===== src/rtl/llbr_pkg.sv =====
package llbr_pkg;

  // Default sample width in bits
  localparam int VALUE_WIDTH_DEF = 32;

  // Granularity register width; also bounds the sub-bucket index
  localparam int GRAN_W = 8;

  // Octave / granularity divider: dividend bits retired per stage
  localparam int DIV_STEP = 8;

  // Position divider: quotient bits retired per stage
  localparam int MOD_STEP = 2;

  // Round a bit count up to whole bytes
  function automatic int byte_pad(input int bits);
    return ((bits + 7) >> 3) << 3;
  endfunction

endpackage


===== src/rtl/log_linear_bucket_range.sv =====
// Log-linear histogram bucket locator. Each signed sample on the in_ stream
// gives one item on the out_ stream: the low and high ends of the bucket that
// holds it, and a flag set when the bucket holds a single value. Each
// power-of-two octave of the magnitude is split into `granularity` sub-buckets
// (written on the cfg_ port while the block is idle; 0 turns bucketing off and
// every bucket becomes the sample itself). Small sub-buckets come first, then
// sub-buckets one value wider, so the octave is covered exactly. Negative
// samples give the mirrored range, and the most negative value is saturated
// to one above it. The block takes one item per clock while the output is not
// stalled. Its depth is set by the two dividers: octave width over granularity
// at 8 dividend bits per stage, then offset over sub-bucket width at 2 quotient
// bits per stage. Stalls on the output fill bubbles first, so in_tready stays
// high while any stage is free.
module log_linear_bucket_range #(
  parameter int VALUE_WIDTH = llbr_pkg::VALUE_WIDTH_DEF
) (
  input  logic                                          clk,
  input  logic                                          rst_n,
  // configuration: granularity
  input  logic                                          cfg_tvalid,
  output logic                                          cfg_tready,
  input  logic [llbr_pkg::GRAN_W-1:0]                   cfg_tdata,
  // in_tdata: sample_value
  input  logic                                          in_tvalid,
  output logic                                          in_tready,
  input  logic [llbr_pkg::byte_pad(VALUE_WIDTH)-1:0]    in_tdata,
  // out_tdata: bucket_low, bucket_high (low bits first)
  // out_tuser: single_value
  output logic                                          out_tvalid,
  input  logic                                          out_tready,
  output logic [llbr_pkg::byte_pad(2*VALUE_WIDTH)-1:0]  out_tdata,
  output logic [0:0]                                    out_tuser
);
  import llbr_pkg::*;

  localparam int VW    = VALUE_WIDTH;
  localparam int MW    = VALUE_WIDTH - 1;          // magnitude width
  localparam int GW    = GRAN_W;
  localparam int OUT_W = byte_pad(2 * VALUE_WIDTH);
  localparam int NQ1   = (MW + DIV_STEP - 1) / DIV_STEP;
  localparam int PADW  = NQ1 * DIV_STEP;
  localparam int NQ2   = GRAN_W / MOD_STEP;

  // stage map
  localparam int ST_MAG  = 0;
  localparam int ST_LEAD = 1;
  localparam int ST_DIV1 = 2;
  localparam int ST_MUL  = ST_DIV1 + NQ1;
  localparam int ST_SEL  = ST_MUL + 1;
  localparam int ST_DIV2 = ST_SEL + 1;
  localparam int ST_LOHI = ST_DIV2 + NQ2;
  localparam int ST_OUT  = ST_LOHI + 1;
  localparam int NST     = ST_OUT + 1;

  typedef struct packed {
    logic [MW-1:0] mag;
    logic          neg;
    logic [GW-1:0] g;
  } mag_st_t;

  typedef struct packed {
    logic [MW-1:0] mag;
    logic          neg;
    logic [GW-1:0] g;
    logic          byp;
    logic [MW-1:0] d;
  } lead_st_t;

  typedef struct packed {
    logic [MW-1:0]   mag;
    logic            neg;
    logic [GW-1:0]   g;
    logic            byp;
    logic [MW-1:0]   d;
    logic [PADW-1:0] dsh;   // dividend bits still to retire
    logic [PADW-1:0] quo;
    logic [GW-1:0]   rem;
  } div1_st_t;

  typedef struct packed {
    logic [MW-1:0] mag;
    logic          neg;
    logic          byp;
    logic [MW-1:0] off;
    logic [MW-1:0] tsm;
    logic [MW-1:0] sml;
  } mul_st_t;

  typedef struct packed {
    logic [MW-1:0] mag;
    logic          neg;
    logic          byp;
    logic [MW-1:0] rem;
    logic [MW-1:0] dvs;
  } mod_st_t;

  typedef struct packed {
    logic          neg;
    logic [MW-1:0] lo;
    logic [MW-1:0] hi;
  } lohi_st_t;

  logic [GW-1:0]  gran_r;
  logic [NST-1:0] v_r;
  logic [NST-1:0] v_in;
  logic [NST-1:0] en;

  mag_st_t  mag_r,  mag_nxt;
  lead_st_t lead_r, lead_nxt;
  div1_st_t div1_r [NQ1];
  div1_st_t div1_nxt [NQ1];
  mul_st_t  mul_r,  mul_nxt;
  mod_st_t  sel_r,  sel_nxt;
  mod_st_t  div2_r [NQ2];
  mod_st_t  div2_nxt [NQ2];
  lohi_st_t lohi_r, lohi_nxt;

  logic [VW-1:0] lo_r, lo_nxt;
  logic [VW-1:0] hi_r, hi_nxt;
  logic          single_r, single_nxt;

  // ---------------------------------------------------------------------------
  // Configuration
  // ---------------------------------------------------------------------------
  assign cfg_tready = 1'b1;

  always_ff @(posedge clk) begin
    if (!rst_n) begin
      gran_r <= '0;
    end else if (cfg_tvalid) begin
      gran_r <= cfg_tdata;
    end
  end

  // ---------------------------------------------------------------------------
  // Flow control: a stage loads when it is empty or its content moves on
  // ---------------------------------------------------------------------------
  always_comb begin
    en[NST-1] = !v_r[NST-1] || out_tready;
    for (int i = NST - 2; i >= 0; i--) begin
      en[i] = !v_r[i] || en[i+1];
    end
  end

  assign v_in      = {v_r[NST-2:0], in_tvalid};
  assign in_tready = en[ST_MAG];

  always_ff @(posedge clk) begin
    if (!rst_n) begin
      v_r <= '0;
    end else begin
      v_r <= (v_in & en) | (v_r & ~en);
    end
  end

  // ---------------------------------------------------------------------------
  // Stage: magnitude with saturation of the most negative value.
  // Granularity is captured with the item.
  // ---------------------------------------------------------------------------
  logic [VW-1:0] smp;
  logic [VW-1:0] smp_neg;

  always_comb begin
    smp         = in_tdata[VW-1:0];
    smp_neg     = ~smp + VW'(1);
    mag_nxt.neg = smp[VW-1];
    mag_nxt.g   = gran_r;
    if (smp == {1'b1, {MW{1'b0}}}) begin
      mag_nxt.mag = {MW{1'b1}};
    end else if (smp[VW-1]) begin
      mag_nxt.mag = smp_neg[MW-1:0];
    end else begin
      mag_nxt.mag = smp[MW-1:0];
    end
  end

  always_ff @(posedge clk) begin
    if (en[ST_MAG]) begin
      mag_r <= mag_nxt;
    end
  end

  // ---------------------------------------------------------------------------
  // Stage: octave base d = 2^floor(log2(mag)), bypass decision
  // ---------------------------------------------------------------------------
  logic [MW-1:0] smear;

  always_comb begin
    smear = mag_r.mag;
    for (int s = 1; s < MW; s = s << 1) begin
      smear = smear | (smear >> s);
    end
    lead_nxt.mag = mag_r.mag;
    lead_nxt.neg = mag_r.neg;
    lead_nxt.g   = mag_r.g;
    lead_nxt.d   = smear & ~(smear >> 1);
    // zero sample, bucketing off, or octave no wider than granularity
    lead_nxt.byp = (mag_r.mag == '0) || (mag_r.g == '0) ||
                   ({{GW{1'b0}}, lead_nxt.d} <= {{MW{1'b0}}, mag_r.g});
  end

  always_ff @(posedge clk) begin
    if (en[ST_LEAD]) begin
      lead_r <= lead_nxt;
    end
  end

  // ---------------------------------------------------------------------------
  // Stages: restoring division d / g, DIV_STEP dividend bits per stage.
  // Quotient is the small sub-bucket width, remainder the count of wide ones.
  // ---------------------------------------------------------------------------
  for (genvar s = 0; s < NQ1; s++) begin : g_div1
    div1_st_t    src;
    logic [GW:0] trial;
    logic        hit;

    if (s == 0) begin : g_first
      always_comb begin
        src.mag = lead_r.mag;
        src.neg = lead_r.neg;
        src.g   = lead_r.g;
        src.byp = lead_r.byp;
        src.d   = lead_r.d;
        src.dsh = PADW'(lead_r.d);
        src.quo = '0;
        src.rem = '0;
      end
    end else begin : g_rest
      assign src = div1_r[s-1];
    end

    always_comb begin
      div1_nxt[s] = src;
      trial       = '0;
      hit         = 1'b0;
      for (int j = 0; j < DIV_STEP; j++) begin
        trial           = {div1_nxt[s].rem, div1_nxt[s].dsh[PADW-1]};
        div1_nxt[s].dsh = div1_nxt[s].dsh << 1;
        hit             = (trial >= {1'b0, div1_nxt[s].g});
        if (hit) begin
          trial = trial - {1'b0, div1_nxt[s].g};
        end
        div1_nxt[s].rem = trial[GW-1:0];
        div1_nxt[s].quo = {div1_nxt[s].quo[PADW-2:0], hit};
      end
    end

    always_ff @(posedge clk) begin
      if (en[ST_DIV1+s]) begin
        div1_r[s] <= div1_nxt[s];
      end
    end
  end

  // ---------------------------------------------------------------------------
  // Stage: span of the small sub-buckets and offset into the octave
  // ---------------------------------------------------------------------------
  logic [GW-1:0]    nsmall;
  logic [MW+GW-1:0] tsm_full;

  always_comb begin
    mul_nxt.mag = div1_r[NQ1-1].mag;
    mul_nxt.neg = div1_r[NQ1-1].neg;
    mul_nxt.byp = div1_r[NQ1-1].byp;
    mul_nxt.sml = div1_r[NQ1-1].quo[MW-1:0];
    mul_nxt.off = div1_r[NQ1-1].mag - div1_r[NQ1-1].d;
    nsmall      = div1_r[NQ1-1].g - div1_r[NQ1-1].rem;
    tsm_full    = {{MW{1'b0}}, nsmall} * {{GW{1'b0}}, mul_nxt.sml};
    mul_nxt.tsm = tsm_full[MW-1:0];
  end

  always_ff @(posedge clk) begin
    if (en[ST_MUL]) begin
      mul_r <= mul_nxt;
    end
  end

  // ---------------------------------------------------------------------------
  // Stage: pick the small or the wide region, set dividend and width
  // ---------------------------------------------------------------------------
  always_comb begin
    sel_nxt.mag = mul_r.mag;
    sel_nxt.neg = mul_r.neg;
    sel_nxt.byp = mul_r.byp;
    if (mul_r.off < mul_r.tsm) begin
      sel_nxt.rem = mul_r.off;
      sel_nxt.dvs = mul_r.sml;
    end else begin
      sel_nxt.rem = mul_r.off - mul_r.tsm;
      sel_nxt.dvs = mul_r.sml + MW'(1);
    end
  end

  always_ff @(posedge clk) begin
    if (en[ST_SEL]) begin
      sel_r <= sel_nxt;
    end
  end

  // ---------------------------------------------------------------------------
  // Stages: offset mod width. Quotient stays below the granularity, so GW
  // restoring steps suffice; MOD_STEP of them per stage.
  // ---------------------------------------------------------------------------
  for (genvar t = 0; t < NQ2; t++) begin : g_div2
    mod_st_t          src;
    logic [MW+GW-1:0] dvs_sh;

    if (t == 0) begin : g_first
      assign src = sel_r;
    end else begin : g_rest
      assign src = div2_r[t-1];
    end

    always_comb begin
      div2_nxt[t] = src;
      dvs_sh      = '0;
      for (int j = 0; j < MOD_STEP; j++) begin
        dvs_sh = {{GW{1'b0}}, src.dvs} << (GW - 1 - (t * MOD_STEP + j));
        if ({{GW{1'b0}}, div2_nxt[t].rem} >= dvs_sh) begin
          div2_nxt[t].rem = div2_nxt[t].rem - dvs_sh[MW-1:0];
        end
      end
    end

    always_ff @(posedge clk) begin
      if (en[ST_DIV2+t]) begin
        div2_r[t] <= div2_nxt[t];
      end
    end
  end

  // ---------------------------------------------------------------------------
  // Stage: bucket ends on the magnitude
  // ---------------------------------------------------------------------------
  always_comb begin
    lohi_nxt.neg = div2_r[NQ2-1].neg;
    if (div2_r[NQ2-1].byp) begin
      lohi_nxt.lo = div2_r[NQ2-1].mag;
      lohi_nxt.hi = div2_r[NQ2-1].mag;
    end else begin
      lohi_nxt.lo = div2_r[NQ2-1].mag - div2_r[NQ2-1].rem;
      lohi_nxt.hi = div2_r[NQ2-1].mag - div2_r[NQ2-1].rem +
                    div2_r[NQ2-1].dvs - MW'(1);
    end
  end

  always_ff @(posedge clk) begin
    if (en[ST_LOHI]) begin
      lohi_r <= lohi_nxt;
    end
  end

  // ---------------------------------------------------------------------------
  // Output register: mirror for negative samples
  // ---------------------------------------------------------------------------
  always_comb begin
    single_nxt = (lohi_r.lo == lohi_r.hi);
    if (lohi_r.neg) begin
      lo_nxt = ~{1'b0, lohi_r.lo} + VW'(1);
      hi_nxt = ~{1'b0, lohi_r.hi} + VW'(1);
    end else begin
      lo_nxt = {1'b0, lohi_r.lo};
      hi_nxt = {1'b0, lohi_r.hi};
    end
  end

  always_ff @(posedge clk) begin
    if (en[ST_OUT]) begin
      lo_r     <= lo_nxt;
      hi_r     <= hi_nxt;
      single_r <= single_nxt;
    end
  end

  assign out_tvalid = v_r[ST_OUT];
  assign out_tdata  = OUT_W'({hi_r, lo_r});
  assign out_tuser  = single_r;

`ifndef SYNTHESIS
  // both ends of a bucket lie on the same side of zero
  a_same_sign: assert property (@(posedge clk) disable iff (!rst_n)
    out_tvalid |-> (lo_r[VW-1] == hi_r[VW-1]))
    else $error("bucket ends differ in sign");

  // non-negative bucket is ordered low to high
  a_ordered: assert property (@(posedge clk) disable iff (!rst_n)
    (out_tvalid && !lo_r[VW-1]) |-> (lo_r <= hi_r))
    else $error("bucket low above bucket high");

  // an empty output stage means every stage can load
  a_ready_when_drained: assert property (@(posedge clk) disable iff (!rst_n)
    !out_tvalid |-> in_tready)
    else $error("input stalled with output stage empty");

  // flag follows the ends it describes
  a_single_flag: assert property (@(posedge clk) disable iff (!rst_n)
    out_tvalid |-> (out_tuser[0] == (lo_r == hi_r)))
    else $error("single-value flag mismatch");
`endif

endmodule


===== config.mk =====
export PLATFORM = sky130hd
export DESIGN_NAME = log_linear_bucket_range
export DESIGN_NICKNAME = d
export VERILOG_FILES = /design/src/rtl/llbr_pkg.sv /design/src/rtl/log_linear_bucket_range.sv
export SDC_FILE = /design/constraint.sdc
export NUM_CORES = 2
export LEC_CHECK = 0
export BUFFER_PORTS_ARGS = -buffer_cell sky130_fd_sc_hd__buf_2
export CORE_ASPECT_RATIO = 1.4
export CORE_MARGIN = 5
export CORE_UTILIZATION = 50
export CTS_BUF_LIST = sky130_fd_sc_hd__clkbuf_8
export DETAILED_ROUTE_END_ITERATION = 12
export PLACE_DENSITY = 0.65
export RECOVER_POWER = 100
export SETUP_SLACK_MARGIN = 0.15
export SYNTH_ARGS = -nofsm -noshare
export SYNTH_HDL_FRONTEND = slang
export SYNTH_SLANG_ARGS = --single-unit
export TNS_END_PERCENT = 10

===== constraint.sdc =====
create_clock -name clk -period 52.5 [get_ports clk]
set_clock_uncertainty 0.05 [all_clocks]
set_input_delay 5.25 -clock clk [delete_from_list [all_inputs] [get_ports clk]]
set_output_delay 5.25 -clock clk [all_outputs]
set_load 0.005 [all_outputs]

==> flow_summary.yaml <==
clock_network:
  h-tree-depth: 4
  clockBufferDepth: 3
  post_cts_buffers: 0
  clkSinkCount: 1254
  clk_latency_ns: 0.93
  cts_root_buffer: "clkbuf_8"
  cts_inserted_buffers: 191
  hold_buffers: 0
  cts.clk_slew.worst_paths_ns: 0.06
  cts_tree: "built"
  cts_resized: 0
cells_and_area:
  fillers: 14053
  multi_input_area_um2: 40500
  syn_to_final_growth_pct: 7.99
  postLayoutCoreUtil: 0.542
  final_cell_mix: "edfxtp_1, inv_1, ha_1"
  layout-drive-gt1-share: 0.0859
  layout.nets: 8486
  layout_commonest_cell: "edfxtp_1"
  ff_latch_area_um2: 37400
drt:
  met2_length_um: 104000
  dr.pass1.iters: 6
  wl_met1_um: 70800
  detail_route.wl_per_cell_um: 19.7
  drcViolationCount: 0
  vias_per_cell: 5.60
  vias: 55098
  drt.antenna.violating_nets: 0
  top_layer_used: "met4"
  drt_iter0_markers: 2765
  dr_wl_met3_um: 6260
  drt-total-wl_um: 194000
run_status:
  status: "complete, but fails checks"
  violations: "capacitance limit, slew limit"
yosys:
  synth_edf_count: 1232
  syn_avg_cell_area_um2: 11.1
  ys_warn_count: 0
  yosysSeqAreaShare: 0.461
  ys_types: 106
  netlist.area_leader.share: 0.455
  ys_seq_elements: 1254
  synth_area_leaders: "edfxtp_1, ha_1, fa_1, xnor2_1, mux2_2"
  synth_area_um2: 81300
  synth_area_leader_cell: "edfxtp_1"
  async_reset_ff_frac: 0
  syn-instance-count: 7337
  synthFlopType: "edfxtp_1"
timing:
  min_period_ns: 23.02
  fin_tns_setup_ns: 0
  max_freq_mhz: 43.4
  hold_viol: 0
  worstMarginPinSlew_ns: 4.33
  hold-worst-slack_ns: 0.349
  rsz0062_at_grt: "false"
  maxSlewViolCount: 1577
  final-setup-viol-count: 0
  finalCritPeriodShare: 0.439
  timing.slew.headroom: -1.89
global_route:
  grt_first_pass_wirelength_um: 302000
  grt_usage: 0.225
  grt_pass1_vias: 56863
  grt_overflow: 0
  grt_max_degree: 82
  antenna_found_initial: 2
critical_path:
  max_stage_delay_ns: 0.91
  cp-start-kind: "flip-flop"
  r2r_slack_ns: 29.48
  required_ns: 53.05
  critPathBufInv: 8
  crit_fanout: 24
  slowest_stage: "a2111oi_0"
  crit_path_end: "div1_r[2][6]"
  cp.depth: 87
  r2r_start: "div1_r[1][97]"
  reg2reg_depth: 87
  critPathKind: "reg -> reg"
  cp_top_family: "compound AO/OA/AOI/OAI gates"
  regToRegEndpoint: "div1_r[2][6]"
  cp_common_cell: "o21ai_0"
  critPathLaunch: "div1_r[1][97]"
  end_kind: "flip-flop"
  crit_arrival_ns: 23.57
floorplanning:
  dieHeight_um: 487
  coreArea_um2: 162000
  dieArea_um2: 171000
  start_util: 0.502
  die_w_um: 351
  io_pins: 113
  rows: 175
flow_run:
  maxCapViolCount: 30
place:
  gp_congestion: 0.922
  io_buffers: 111
  hpwl_um: 153000
hold_path:
  hold_path.class: "reg -> reg"
-- worst min-delay path by stage --
stage,startpoint,endpoint,slack (ns),cells past startpoint
after global placement,div1_r[1][113],div1_r[2][113],0.35,0
final,div1_r[2][15],div1_r[3][23],0.35,0
after detailed placement,div1_nxt[557],div1_r[0][117],0.35,0
after floorplan,lead_nxt[40],div1_nxt[544],0.35,0
after CTS,div1_r[2][15],div1_r[3][23],0.35,0
after global routing,div1_r[2][15],div1_r[3][23],0.35,0
-- registers in the layout (all words and copies together) (netlist names), 8 cells and up, named ones only --
name        cells
div1_r        392
lohi_r         63
gran_r          8
g_div2.src     31
lo_r           32
div2_r        380
lead_nxt       40
mul_r         126
hi_r           32
div1_nxt       71
div2_nxt       64
-- layer usage --
metal | vias up | GRT usage
met1 | 26475 | 0.233
met4 | 0 | 0.133
li1 | 26939 | -
met5 | - | 0
met2 | 1163 | 0.431
met3 | 521 | 0.0286
-- per-stage QoR --
stage | instances | instance area [um2] | setup WS [ns]
floorplan | 7339 | 81300 | 34.31
finish | 9842 | 87800 | 29.48
detailed placement | 9501 | 84500 | 30.65
global route | 9842 | 87800 | 26.98
global placement | 9501 | 84500 | 30.92
CTS | 9839 | 88100 | 30.52
-- cells in the mapped netlist, types with 10 or more instances --
library cell,n
a211o_1,21
edfxtp_1,1232
nor4_1,26
xnor2_1,410
mux2_2,284
o21ai_0,417
a31oi_1,45
a21boi_0,48
a221o_1,12
fa_1,194
xor2_1,203
mux2i_1,69
nor2_1,390
o221ai_1,12
nand2_1,524
nor2b_1,133
or3_1,47
a211oi_1,23
a21oi_1,400
nand3b_1,13
and3_1,57
nand3_1,130
a221oi_1,10
o211ai_1,21
clkbuf_1,92
dfxtp_1,22
or2_2,33
o31ai_1,50
a21o_1,158
nor3_1,126
nor3b_1,17
ha_1,677
nand2b_1,104
nand4_1,74
and4_1,21
or4_1,13
o41ai_1,23
o31a_1,20
o21a_1,88
inv_1,760
o21bai_1,49
and2_1,115
a41oi_1,14
buf_2,11
-- cells by family (layout without fill, tap and decap cells) --
family,after synthesis,in the layout,synth area share
compound gates,1508,1508,0.118
mux,356,356,0.0484
buf+inv,872,1248,0.0405
fa+ha+maj,871,871,0.152
other cells,2,7,0.0000924
flops,1254,1254,0.461
simple gates,1861,1861,0.114
xor+xnor,613,613,0.0661
-- layout make-up --
cell class / count / share of cell area
clock buffers: 196 / 0.0307
well taps: 2124 / 0.0303
multi-input cells: 5213 / 0.461
inverters: 766 / 0.0328
flip-flops and latches: 1254 / 0.427
clock inverters: 142 / 0.0107
repair buffers: 144 / 0.00748
diodes: 3 / 0.0000855
Power is left out: the tool's default activity adds up to more than one toggle a clock period on the data nets, which glitch-free logic cannot reach.
